**src/design/sss_pkg.sv**
```systemverilog
// Shared types, constants and the quarter-wave sine table of the strafe search sequencer.
package sss_pkg;

  localparam int unsigned SINE_TABLE_DEPTH = 1024;
  localparam int unsigned SINE_AW = $clog2(SINE_TABLE_DEPTH);
  localparam int unsigned SINE_QAW = SINE_AW - 2;
  localparam int unsigned SINE_QDEPTH = SINE_TABLE_DEPTH / 4;

  localparam longint unsigned Q30_ONE = 64'd1073741824;
  localparam longint unsigned HALF_PI_Q30 = 64'd1686629713;

  localparam int unsigned CFG_AW = 5;
  localparam int unsigned CFG_DW = 32;

  typedef enum logic [2:0] {
    REG_STRAFE_DURATION   = 3'd0,
    REG_STRAFE_AMPLITUDE  = 3'd1,
    REG_FORWARD_DURATION  = 3'd2,
    REG_FORWARD_SPEED_SET = 3'd3,
    REG_SMOOTH_SPEED      = 3'd4,
    REG_INITIAL_DIRECTION = 3'd5,
    REG_PHASE_RATE        = 3'd6
  } reg_e;

  typedef enum logic [1:0] {
    PH_START   = 2'd0,
    PH_SWEEP   = 2'd1,
    PH_FORWARD = 2'd2,
    PH_FINISH  = 2'd3
  } phase_e;

  typedef enum logic [2:0] {
    ST_IDLE,
    ST_EVAL,
    ST_LOOK,
    ST_MUL,
    ST_RND,
    ST_DONE
  } fsm_e;

  typedef struct packed {
    logic [31:0] strafe_duration;
    logic [15:0] strafe_amplitude;
    logic [31:0] forward_duration;
    logic [15:0] forward_speed_set;
    logic [15:0] smooth_speed;
    logic        initial_direction;
    logic [31:0] phase_rate;
  } cfg_t;

  typedef struct packed {
    logic cap_in;
    logic ld_angle;
    logic set_start;
    logic set_dir;
    logic clr_strafe;
    logic clr_fwd;
    logic ld_smooth;
    logic ld_fwd_set;
    logic inc_pass;
    logic ld_entry;
    logic ld_prod;
    logic ld_strafe;
    logic ld_out;
  } cmd_t;

  typedef struct packed {
    logic sweep_active;
    logic fwd_over;
  } stat_t;

  typedef logic [14:0] sine_qtab_t [SINE_QDEPTH];

  // Sine of a quarter-turn fraction r (0 to 2^30), Q30, by a short Taylor series.
  function automatic longint unsigned quarter_sine(input longint unsigned r);
    longint unsigned x;
    longint unsigned x2;
    longint unsigned t;
    x  = (r * HALF_PI_Q30) >> 30;
    x2 = (x * x) >> 30;
    t  = Q30_ONE;
    t  = Q30_ONE - ((x2 * t) >> 30) / 72;
    t  = Q30_ONE - ((x2 * t) >> 30) / 42;
    t  = Q30_ONE - ((x2 * t) >> 30) / 20;
    t  = Q30_ONE - ((x2 * t) >> 30) / 6;
    return (x * t) >> 30;
  endfunction

  function automatic logic [14:0] sine_mag(input longint unsigned r);
    longint unsigned m;
    m = (quarter_sine(r) + 64'd16384) >> 15;
    if (m > 64'd32767) begin
      m = 64'd32767;
    end
    return m[14:0];
  endfunction

  function automatic sine_qtab_t build_sine_qtab();
    sine_qtab_t tab;
    for (int k = 0; k < SINE_QDEPTH; k++) begin
      tab[k] = sine_mag(64'(k) << (32 - SINE_AW));
    end
    return tab;
  endfunction

  localparam sine_qtab_t SINE_QTAB = build_sine_qtab();
  localparam logic [14:0] SINE_PEAK = sine_mag(Q30_ONE);

endpackage

```
**src/design/sine_strafe_search_sequencer.sv**
```systemverilog
// Top level of the sine strafe search sequencer: register file, controller and datapath.
//
//   channel   direction  handshake              payload
//   input     in         in_valid_i/in_ready_o  time_now_i
//   output    out        out_valid_o/out_ready_i strafe_speed_o, forward_speed_o, pass_count_o
//   config    in         psel/penable/pwrite    paddr, pwdata, prdata
//
// A start, forward or finish step goes from the evaluate state, which forms the angle product, to
// the done state, which loads the result register once no earlier result is pending; a sweep step
// also passes through the sine table read, amplitude multiply and rounding states in turn.
// One transaction is in work at a time; the next is accepted once the result is registered,
// even while that result still waits on out_ready_i.
// Reset puts the sequencer in the start phase with zero speeds, zero pass count and zero registers.
module sine_strafe_search_sequencer (
  input  logic                       clk_i,
  input  logic                       rst_ni,
  input  logic                       in_valid_i,
  output logic                       in_ready_o,
  input  logic [31:0]                time_now_i,
  output logic                       out_valid_o,
  input  logic                       out_ready_i,
  output logic signed [15:0]         strafe_speed_o,
  output logic signed [15:0]         forward_speed_o,
  output logic [15:0]                pass_count_o,
  input  logic                       psel,
  input  logic                       penable,
  input  logic                       pwrite,
  input  logic [sss_pkg::CFG_AW-1:0] paddr,
  input  logic [sss_pkg::CFG_DW-1:0] pwdata,
  output logic [sss_pkg::CFG_DW-1:0] prdata,
  output logic                       pready
);

  sss_pkg::cfg_t  cfg;
  sss_pkg::cmd_t  cmd;
  sss_pkg::stat_t stat;

  sss_regs u_regs (
    .clk_i   (clk_i),
    .rst_ni  (rst_ni),
    .psel    (psel),
    .penable (penable),
    .pwrite  (pwrite),
    .paddr   (paddr),
    .pwdata  (pwdata),
    .prdata  (prdata),
    .pready  (pready),
    .cfg_o   (cfg)
  );

  sss_ctrl u_ctrl (
    .clk_i       (clk_i),
    .rst_ni      (rst_ni),
    .in_valid_i  (in_valid_i),
    .in_ready_o  (in_ready_o),
    .out_valid_o (out_valid_o),
    .out_ready_i (out_ready_i),
    .stat_i      (stat),
    .cmd_o       (cmd)
  );

  sss_dp u_dp (
    .clk_i           (clk_i),
    .rst_ni          (rst_ni),
    .time_now_i      (time_now_i),
    .cfg_i           (cfg),
    .cmd_i           (cmd),
    .stat_o          (stat),
    .strafe_speed_o  (strafe_speed_o),
    .forward_speed_o (forward_speed_o),
    .pass_count_o    (pass_count_o)
  );

  a_no_overwrite: assert property (@(posedge clk_i) disable iff (!rst_ni)
    cmd.ld_out |-> (!out_valid_o || out_ready_i))
    else $error("Result register loaded while a result is still pending.");

  a_one_in_work: assert property (@(posedge clk_i) disable iff (!rst_ni)
    in_valid_i && in_ready_o |=> !in_ready_o && !cmd.ld_out)
    else $error("Input taken or result loaded right after an accepted transaction.");

  a_pass_step: assert property (@(posedge clk_i) disable iff (!rst_ni)
    !$stable(pass_count_o) |-> pass_count_o == $past(pass_count_o) + 16'd1)
    else $error("Pass count moved by other than one between results.");

endmodule

```
**src/design/sss_regs.sv**
```systemverilog
// Configuration register file with its APB-style access port.
module sss_regs (
  input  logic                       clk_i,
  input  logic                       rst_ni,
  input  logic                       psel,
  input  logic                       penable,
  input  logic                       pwrite,
  input  logic [sss_pkg::CFG_AW-1:0] paddr,
  input  logic [sss_pkg::CFG_DW-1:0] pwdata,
  output logic [sss_pkg::CFG_DW-1:0] prdata,
  output logic                       pready,
  output sss_pkg::cfg_t              cfg_o
);

  sss_pkg::cfg_t cfg_q, cfg_d;
  logic [2:0]    reg_idx;
  logic          wr_en;

  assign pready  = 1'b1;
  assign reg_idx = paddr[4:2];
  assign wr_en   = psel && penable && pwrite;
  assign cfg_o   = cfg_q;

  always_comb begin
    cfg_d = cfg_q;
    if (wr_en) begin
      unique case (reg_idx)
        sss_pkg::REG_STRAFE_DURATION:   cfg_d.strafe_duration   = pwdata;
        sss_pkg::REG_STRAFE_AMPLITUDE:  cfg_d.strafe_amplitude  = pwdata[15:0];
        sss_pkg::REG_FORWARD_DURATION:  cfg_d.forward_duration  = pwdata;
        sss_pkg::REG_FORWARD_SPEED_SET: cfg_d.forward_speed_set = pwdata[15:0];
        sss_pkg::REG_SMOOTH_SPEED:      cfg_d.smooth_speed      = pwdata[15:0];
        sss_pkg::REG_INITIAL_DIRECTION: cfg_d.initial_direction = pwdata[0];
        sss_pkg::REG_PHASE_RATE:        cfg_d.phase_rate        = pwdata;
        default: ;
      endcase
    end
  end

  always_comb begin
    unique case (reg_idx)
      sss_pkg::REG_STRAFE_DURATION:   prdata = cfg_q.strafe_duration;
      sss_pkg::REG_STRAFE_AMPLITUDE:  prdata = {16'd0, cfg_q.strafe_amplitude};
      sss_pkg::REG_FORWARD_DURATION:  prdata = cfg_q.forward_duration;
      sss_pkg::REG_FORWARD_SPEED_SET: prdata = {16'd0, cfg_q.forward_speed_set};
      sss_pkg::REG_SMOOTH_SPEED:      prdata = {16'd0, cfg_q.smooth_speed};
      sss_pkg::REG_INITIAL_DIRECTION: prdata = {31'd0, cfg_q.initial_direction};
      sss_pkg::REG_PHASE_RATE:        prdata = cfg_q.phase_rate;
      default:                        prdata = '0;
    endcase
  end

  always_ff @(posedge clk_i or negedge rst_ni) begin
    if (!rst_ni) begin
      cfg_q <= '0;
    end else begin
      cfg_q <= cfg_d;
    end
  end

endmodule

```
**src/design/sss_ctrl.sv**
```systemverilog
// Controller: step state machine, sequencer phase and output valid flag.
module sss_ctrl (
  input  logic           clk_i,
  input  logic           rst_ni,
  input  logic           in_valid_i,
  output logic           in_ready_o,
  output logic           out_valid_o,
  input  logic           out_ready_i,
  input  sss_pkg::stat_t stat_i,
  output sss_pkg::cmd_t  cmd_o
);

  sss_pkg::fsm_e   state_q, state_d;
  sss_pkg::phase_e phase_q, phase_d;
  logic            out_valid_q, out_valid_d;

  assign out_valid_o = out_valid_q;

  always_comb begin
    state_d    = state_q;
    phase_d    = phase_q;
    cmd_o      = '0;
    in_ready_o = 1'b0;
    unique case (state_q)
      sss_pkg::ST_IDLE: begin
        in_ready_o   = 1'b1;
        cmd_o.cap_in = in_valid_i;
        if (in_valid_i) begin
          state_d = sss_pkg::ST_EVAL;
        end
      end
      sss_pkg::ST_EVAL: begin
        cmd_o.ld_angle = 1'b1;
        state_d        = sss_pkg::ST_DONE;
        unique case (phase_q)
          sss_pkg::PH_START: begin
            cmd_o.set_start = 1'b1;
            cmd_o.set_dir   = 1'b1;
            cmd_o.clr_fwd   = 1'b1;
            phase_d         = sss_pkg::PH_SWEEP;
          end
          sss_pkg::PH_SWEEP: begin
            if (stat_i.sweep_active) begin
              cmd_o.ld_smooth = 1'b1;
              state_d         = sss_pkg::ST_LOOK;
            end else begin
              cmd_o.set_start = 1'b1;
              phase_d         = sss_pkg::PH_FORWARD;
            end
          end
          sss_pkg::PH_FORWARD: begin
            cmd_o.clr_strafe = 1'b1;
            if (stat_i.fwd_over) begin
              cmd_o.clr_fwd = 1'b1;
              phase_d       = sss_pkg::PH_FINISH;
            end else begin
              cmd_o.ld_fwd_set = 1'b1;
            end
          end
          sss_pkg::PH_FINISH: begin
            cmd_o.clr_strafe = 1'b1;
            cmd_o.clr_fwd    = 1'b1;
            cmd_o.inc_pass   = 1'b1;
            phase_d          = sss_pkg::PH_START;
          end
          default: ;
        endcase
      end
      sss_pkg::ST_LOOK: begin
        cmd_o.ld_entry = 1'b1;
        state_d        = sss_pkg::ST_MUL;
      end
      sss_pkg::ST_MUL: begin
        cmd_o.ld_prod = 1'b1;
        state_d       = sss_pkg::ST_RND;
      end
      sss_pkg::ST_RND: begin
        cmd_o.ld_strafe = 1'b1;
        state_d         = sss_pkg::ST_DONE;
      end
      sss_pkg::ST_DONE: begin
        if (!out_valid_q || out_ready_i) begin
          cmd_o.ld_out = 1'b1;
          state_d      = sss_pkg::ST_IDLE;
        end
      end
      default: state_d = sss_pkg::ST_IDLE;
    endcase
  end

  always_comb begin
    out_valid_d = out_valid_q;
    if (cmd_o.ld_out) begin
      out_valid_d = 1'b1;
    end else if (out_ready_i) begin
      out_valid_d = 1'b0;
    end
  end

  always_ff @(posedge clk_i or negedge rst_ni) begin
    if (!rst_ni) begin
      state_q     <= sss_pkg::ST_IDLE;
      phase_q     <= sss_pkg::PH_START;
      out_valid_q <= 1'b0;
    end else begin
      state_q     <= state_d;
      phase_q     <= phase_d;
      out_valid_q <= out_valid_d;
    end
  end

endmodule

```
**src/design/sss_dp.sv**
```systemverilog
// Datapath: time capture, sine lookup, amplitude multiply, held speeds and output registers.
module sss_dp (
  input  logic                  clk_i,
  input  logic                  rst_ni,
  input  logic [31:0]           time_now_i,
  input  sss_pkg::cfg_t         cfg_i,
  input  sss_pkg::cmd_t         cmd_i,
  output sss_pkg::stat_t        stat_o,
  output logic signed [15:0]    strafe_speed_o,
  output logic signed [15:0]    forward_speed_o,
  output logic [15:0]           pass_count_o
);

  logic [31:0]        now_q;
  logic [31:0]        elapsed_q;
  logic [31:0]        angle_q;
  logic signed [15:0] entry_q, entry_d;
  logic signed [31:0] prod_q;
  logic [31:0]        start_q;
  logic               dir_q;
  logic [15:0]        held_strafe_q, held_strafe_d;
  logic [15:0]        held_fwd_q;
  logic [15:0]        passes_q;
  logic [15:0]        strafe_q, fwd_q, count_q;

  logic [sss_pkg::SINE_AW-1:0]  idx;
  logic [1:0]                   quad;
  logic [sss_pkg::SINE_QAW-1:0] low, low_mir;
  logic [14:0]                  mag;
  logic                         negative;
  logic signed [32:0]           rsum;
  logic signed [17:0]           rnd;

  assign stat_o.sweep_active = elapsed_q < cfg_i.strafe_duration;
  assign stat_o.fwd_over     = elapsed_q > cfg_i.forward_duration;

  assign idx      = angle_q[31 -: sss_pkg::SINE_AW];
  assign quad     = idx[sss_pkg::SINE_AW-1 -: 2];
  assign low      = idx[sss_pkg::SINE_QAW-1:0];
  assign low_mir  = sss_pkg::SINE_QAW'(0) - low;
  assign negative = quad[1] ^ dir_q;

  always_comb begin
    if (quad[0]) begin
      mag = (low == '0) ? sss_pkg::SINE_PEAK : sss_pkg::SINE_QTAB[low_mir];
    end else begin
      mag = sss_pkg::SINE_QTAB[low];
    end
    entry_d = negative ? -$signed({1'b0, mag}) : $signed({1'b0, mag});
  end

  always_comb begin
    rsum = 33'(prod_q) + 33'sd16384;
    rnd  = 18'(rsum >>> 15);
    if (rnd > 18'sd32767) begin
      held_strafe_d = 16'h7fff;
    end else if (rnd < -18'sd32768) begin
      held_strafe_d = 16'h8000;
    end else begin
      held_strafe_d = rnd[15:0];
    end
  end

  always_ff @(posedge clk_i) begin
    if (cmd_i.cap_in) begin
      now_q     <= time_now_i;
      elapsed_q <= time_now_i - start_q;
    end
    if (cmd_i.ld_angle) begin
      angle_q <= 32'(elapsed_q * cfg_i.phase_rate);
    end
    if (cmd_i.ld_entry) begin
      entry_q <= entry_d;
    end
    if (cmd_i.ld_prod) begin
      prod_q <= $signed(cfg_i.strafe_amplitude) * entry_q;
    end
  end

  always_ff @(posedge clk_i or negedge rst_ni) begin
    if (!rst_ni) begin
      start_q       <= '0;
      dir_q         <= 1'b0;
      held_strafe_q <= '0;
      held_fwd_q    <= '0;
      passes_q      <= '0;
      strafe_q      <= '0;
      fwd_q         <= '0;
      count_q       <= '0;
    end else begin
      if (cmd_i.set_start) begin
        start_q <= now_q;
      end
      if (cmd_i.set_dir) begin
        dir_q <= cfg_i.initial_direction ^ passes_q[0];
      end
      if (cmd_i.clr_strafe) begin
        held_strafe_q <= '0;
      end else if (cmd_i.ld_strafe) begin
        held_strafe_q <= held_strafe_d;
      end
      if (cmd_i.clr_fwd) begin
        held_fwd_q <= '0;
      end else if (cmd_i.ld_smooth) begin
        held_fwd_q <= cfg_i.smooth_speed;
      end else if (cmd_i.ld_fwd_set) begin
        held_fwd_q <= cfg_i.forward_speed_set;
      end
      if (cmd_i.inc_pass) begin
        passes_q <= passes_q + 16'd1;
      end
      if (cmd_i.ld_out) begin
        strafe_q <= held_strafe_q;
        fwd_q    <= held_fwd_q;
        count_q  <= passes_q;
      end
    end
  end

  assign strafe_speed_o  = $signed(strafe_q);
  assign forward_speed_o = $signed(fwd_q);
  assign pass_count_o    = count_q;

endmodule

```
**config.mk**
```make
export PLATFORM = sky130hd
export DESIGN_NAME = sine_strafe_search_sequencer
export DESIGN_NICKNAME = d
export VERILOG_FILES = /design/src/design/sss_pkg.sv /design/src/design/sine_strafe_search_sequencer.sv /design/src/design/sss_regs.sv /design/src/design/sss_ctrl.sv /design/src/design/sss_dp.sv
export SDC_FILE = /design/constraint.sdc
export NUM_CORES = 2
export LEC_CHECK = 0
export BUFFER_PORTS_ARGS = -buffer_cell sky130_fd_sc_hd__buf_2
export CAP_MARGIN = 20
export CORE_UTILIZATION = 55
export CTS_CLUSTER_DIAMETER = 40
export CTS_CLUSTER_SIZE = 20
export DETAILED_ROUTE_END_ITERATION = 6
export MAX_ROUTING_LAYER = met4
export PLACE_DENSITY = 0.81
export SYNTH_ARGS = -nofsm -noshare
export SYNTH_HDL_FRONTEND = slang
export SYNTH_SLANG_ARGS = --single-unit
export TNS_END_PERCENT = 10
```
**constraint.sdc**
```tcl
create_clock -name clk_i -period 7.6 [get_ports clk_i]
set_clock_uncertainty 0.1 [all_clocks]
set_input_delay 0.38 -clock clk_i [delete_from_list [all_inputs] [get_ports clk_i]]
set_output_delay 0.38 -clock clk_i [all_outputs]
set_load 0.03 [all_outputs]
```
### Yosys cells after proc, flatten, opt, wreduce, memory -nomap -nowiden

Memories as Yosys holds them, arrays and structs flattened.
Cells that the tools add are included.

| storage, ports and cells | value |
|---|---|
| register bits | 424 |
| ROM bits | 7680 |
| input bits | 76 |
| output and inout bits | 83 |
| word-level logic and storage cells | 127 |
| memories kept | 2 |

| operators by class | value |
|---|---|
| add/subtract/negate cells | 5 |
| multipliers | 2 |
| order comparisons | 6 |
| equality and inequality tests | 18 |
| mux-type cells | 44 |
| bitwise gates (word level) | 4 |
| reduce and logical (&&, ||, !) cells | 22 |

Memory list:

| name | depth | width | rd ports | clocked after memory_dff | wr ports | line | text |
|---|---|---|---|---|---|---|---|
| (name not given) | 256 | 15 | 1 | 0 | 0 | sss_dp.sv:45 | `mag = (low == '0) ? sss_pkg::SINE_PEAK : sss_pkg::SINE_QTAB[low_mir];` |
| (name not given) | 256 | 15 | 1 | 0 | 0 | sss_dp.sv:47 | `mag = sss_pkg::SINE_QTAB[low];` |

Operators with widths:

| operator | count |
|---|---|
| $pmux 32 s7 | 1 |
| $mux 16 | 7 |
| $mux 15 | 7 |
| $add 32x16->33 const B | 1 |
| $gt 32x32->1 | 1 |
| $lt 32x32->1 | 1 |
| $mul 16x16->32 | 1 |
| $mul 32x32->32 | 1 |
| $sub 32x32->32 | 1 |
| $ge 9x9->1 const B | 2 |
| $gt 18x16->1 const B | 1 |
| $lt 18x16->1 const B | 1 |
| $mux 1 | 18 |
| $not 8->9 | 2 |
| $pmux 3 s6 | 1 |
| $add 16x1->16 const B | 1 |
| $neg 15->16 | 1 |
| $reduce_and 2->1 | 8 |
| $eq 3x3->1 const B | 5 |
| $eq 3x2->1 const B | 4 |
| $mux 3 | 4 |
| $logic_not 8->1 | 1 |
| $mux 8 | 1 |
| $pmux 2 s4 | 1 |
| other kinds (18) | 29 |

### Depth between registers and ports, before layout

| depth | value |
|---|---|
| word-level depth | 9 |
| mapped depth | 28 |
| mapped depth without buffers | 26 |

### By module

A second synthesis with hierarchy kept.

| second synthesis, totals | value |
|---|---|
| cells, all modules | 5732 |
| area, all modules | 52820.7 µm² |

Modules (own cells, without submodules):

| module | times used | cells an instance | area an instance (µm²) | seq. area each (µm²) |
|---|---|---|---|---|
| sss_dp | 1 | 5181 | 45346.0 | 6471.2 |
| sss_regs | 1 | 495 | 6959.2 | 3628.5 |
| sss_ctrl | 1 | 56 | 515.5 | 150.1 |

### Least setup slack after synthesis

Ideal clock, no wire load.

| timing | value |
|---|---|
| kind | reg-to-reg |
| from | reg u_dp.elapsed_q[12] |
| to | reg u_dp.angle_q[31], data pin |
| setup time | 0.260 ns |
| arrival | 6.865 ns |
| required time | 7.240 ns |
| slack | 0.375 ns |
| cell stages (with the launch flop) | 25 |
| buffers on the path | 2 |
| period minus slack after synthesis | 7.225 ns |
| cell sequence | edfxtp_1 -> clkbuf_1 -> clkbuf_1 -> and2_1 -> fa_1 -> fa_1 -> fa_1 -> inv_1 -> fa_1 -> inv_1 -> fa_1 -> fa_1 -> fa_1 -> fa_1 -> ha_1 -> o21a_1 -> o21ai_0 -> nor2_1 -> and3_1 -> a211oi_1 -> o21ai_1 -> o211ai_1 -> o21ai_0 -> a21oi_1 -> xnor2_1 |

| on the way | value |
|---|---|
| word-level cells in the longest chain between the ends | 1 |

RTL lines:

| element | line | text |
|---|---|---|
| start: declaration | sss_dp.sv:15 | `logic [31:0] elapsed_q;` |
| start signal: assignment | sss_dp.sv:67 | `elapsed_q <= time_now_i - start_q;` |
| $mul 32x32->32 | sss_dp.sv:70 | `angle_q <= 32'(elapsed_q * cfg_i.phase_rate);` |
| end signal: assignment | sss_dp.sv:70 |  |
| end: declaration | sss_dp.sv:16 | `logic [31:0] angle_q;` |

Every way passes these cells.
A chain may end at the register's enable or synchronous reset.

### Final worst setup path

| timing | value |
|---|---|
| from | reg u_dp.elapsed_q[16] |
| to | reg u_dp.angle_q[28], data pin |

Same word-level chain as after synthesis.

==> reports/metrics.csv <==
stage,metric,value,unit
cts,clockBufferDepth,3,
drt,route.detailed.drc,0,
place,place_congestion,1.06,
floorplan,dieWidth,312,um
logic_synthesis,synthArstFlopShare,72.2,%
setup_path,cp_cell_sequence,"buf_4, and2_1, fa_1, inv_1, fa_1, fa_1, fa_1, inv_1, fa_1, fa_1, fa_1, fa_1, ha_1, o21a_1, o21ai_2, nor2_1, and3_1, a211oi_2, buf_4, o21ai_1, o211ai_1, nand2b_1, buf_4, xor2_1",
logic_synthesis,netlist_area,52900,um^2
logic_synthesis,yosysMostFrequentCell,inv_1,
cts,cts_tree,built,
setup_path,critPathCaptureType,register,
global_routing,grt.overflow.total,0,
setup_path,cp-start-kind,register,
global_routing,grt_start_max_net_pins,155,
sta,setup_violations,0,
global_routing,grt_util_all_layers,37.5,%
setup_path,slowest_stage,fa_1,
sta,fin_crit,7.37,ns
sta,hold_viol,0,
floorplan,ios,159,
drt,vias,44800,
place,port_buffers,155,
floorplan,initial_core_util,55.6,%
job,maxCapViolations,0,
outcome,outcome,completed,
logic_synthesis,yosysSeqAreaShare,19.4,%
setup_path,cp_data_required_time,7.88,ns
layout,drive_gt1_share,13.6,%
logic_synthesis,synth_edf_count,108,
setup_path,worstSetupPathType,reg -> reg,
floorplan,die-height,312,um
place,dpl.hpwl,132000,um
drt,finalWirelength,176000,um
global_routing,antenna_found_initial,13,
logic_synthesis,yosysTopAreaCell,fa_1,
logic_synthesis,synthTopCellsByArea,"fa_1, dfrtp_1, ha_1",
sta,tns,0,ns
logic_synthesis,syn_nets,6787,
logic_synthesis,yosysTopAreaCellShare,25.4,%
floorplan,fp-row-count,113,
logic_synthesis,yosys_warnings,0,
drt,wl_per_cell,24.7,um
floorplan,core-area,95200,um^2
logic_synthesis,synth-main-ff-cell,dfrtp_1,
sta,fmax,136,MHz
setup_path,arrival,7.65,ns
drt,first_pass_iters,6,
cts,root_buffer,clkbuf_16,
sta,slew_headroom,17.1,%
min_path,hold_path.class,in -> reg,
setup_path,cp_max_fo,14,
sta,post-route-period-util,97.0,%
logic_synthesis,syn_inst,5693,
cts,cts_sinks,388,
layout,area_growth,9.57,%
layout,num-nets-final,6879,
cts,cts.htree.levels,2,
drt,antenna_left,0,
logic_synthesis,yosysUniqueCellTypes,112,
logic_synthesis,syn_area_per_cell,9.29,um^2
global_routing,first_global_vias,45900,
floorplan,dieArea,97400,um^2
logic_synthesis,synthTopCellsByCount,"inv_1, fa_1, nand2_1, and2_1, ha_1",
setup_path,critPathMaxStageDelay,0.57,ns
cts,clk_latency,0.66,ns
setup_path,reg2regPathDepth,24,
logic_synthesis,synth_seq_cells,388,
drt,drtIter0Drc,5628,
sta,rsz0062_at_grt,false,
setup_path,cp_common_cell,fa_1,
sta,tightest_slew,1.23,ns
drt,viasPerCell,6.30,
cts,tritoncts.num_buffers,54,
min_path,whs_path_depth,2,
global_routing,grt_pass1_wl,273000,um
sta,drv_slew,0,
cts,cts.reportedPaths.clkPinSlew,0.06,ns
[worst max-delay path: cells and delay by family, from the launching register on]
family | cells | cell delay [ns]
AOI/OAI and AO/OA | 5 | 0.91
buffers and inverters | 5 | 0.70
DFF | 1 | 0.44
xor gates and xnor gates | 1 | 0.13
and+or+nand+nor | 4 | 0.58
adders and majority gates | 9 | 4.27
[flip-flops by register name, indices dropped and copies added (netlist names), 10 cells and up]
| register | count |
|---|---|
| u_dp.passes_q | 16 |
| u_dp.prod_q | 18 |
| u_dp.forward_speed_o | 16 |
| u_dp.elapsed_q | 32 |
| u_dp.held_strafe_q | 16 |
| u_dp.now_q | 32 |
| u_dp.angle_q | 10 |
| u_dp.pass_count_o | 16 |
| u_dp.held_fwd_q | 16 |
| u_dp.entry_q | 16 |
| u_regs.cfg_o | 145 |
| u_dp.start_q | 32 |
| u_dp.strafe_speed_o | 16 |
[kinds of logic (layout without fill, tap and decap cells)]
| group | after synthesis | in the layout | share of synthesized area [%] |
|---|---|---|---|
| fa+ha+maj | 1018 | 1018 | 33.6 |
| flops | 388 | 388 | 19.4 |
| compound gates | 947 | 947 | 12.7 |
| buf+inv | 1234 | 1372 | 9.23 |
| xor+xnor | 176 | 176 | 2.94 |
| mux | 305 | 305 | 6.64 |
| simple gates | 1624 | 1624 | 15.5 |
| other cells | 1 | 15 | 0.00709 |
[layout make-up]
class | instances | area [um^2]
clock buffer | 61 | 1450
antenna | 14 | 35.0
multi-input combinational | 4071 | 37900
timing repair buffer | 416 | 2960
fill | 7745 | 37200
tap | 1265 | 1580
clock inverter | 41 | 568
sequential | 388 | 10300
inverter | 854 | 3210
[what timing repair did]
item / 4_1_cts / 5_1_grt
pin swaps: 0 / 4
gates resized for setup: 1 / 14
hold buffers: 55 / 0
setup buffers: 0 / 4
endpoints found under the hold margin: 232 / 0
setup endpoints to repair: 2 / 9
[final timing paths]
kind	from	end	slack, ns
max	u_dp.elapsed_q[16]	u_dp.angle_q[28]	0.23
min	pwdata[13]	u_regs.cfg_o[78]	0.03
max reg2reg	u_dp.elapsed_q[16]	u_dp.angle_q[28]	0.23
min reg2reg	u_dp.now_q[9]	u_dp.start_q[9]	0.37
max in group asynchronous	rst_ni	u_regs.cfg_o[21]	5.54
min in group asynchronous	rst_ni	u_dp.held_strafe_q[6]	0.29
[per-stage QoR]
stage          area, um^2  worst slack (ns)  instances  util [%]  hold WS (ns)
2_1_floorplan       52900             0.375       5693         -       -0.0156
3_3_place_gp        55300             0.153       6935      58.1         0.350
3_5_place_dp        55300          0.000877       6935      58.1         0.356
4_1_cts             57800            0.0705       7092      60.8       0.00264
5_1_grt             57900           0.00101       7108      60.9       0.00894
6_report            57900             0.227       7110      60.9        0.0328
[per-layer routing]
layer	track usage (%)	part of all wire, %
met1	48.5	38
met2	56.2	44
met3	7.85	11
met4	18.1	5.9
met5	-	0
[cell usage in the layout (no fill, tap or decap), drive strengths merged, types with 26 or more instances in the layout]
cell type      n
inv          877
fa           671
nand2        552
and2         404
buf          361
ha           347
dfrtp        280
nor2         247
mux2         237
a21oi        182
o21ai        173
xnor2        133
edfxtp       108
nor3          88
nand2b        67
a211oi        67
clkbuf        61
nor2b         58
nand3         56
mux2i         55
dlygate4sd3   55
a31oi         52
o211ai        44
xor2          43
a21o          42
nand4         38
a2111oi       36
a221oi        26
o311ai        26
Power is not shown: default switching activity piles up to over one toggle a cycle in this logic, so the estimate is an artifact.
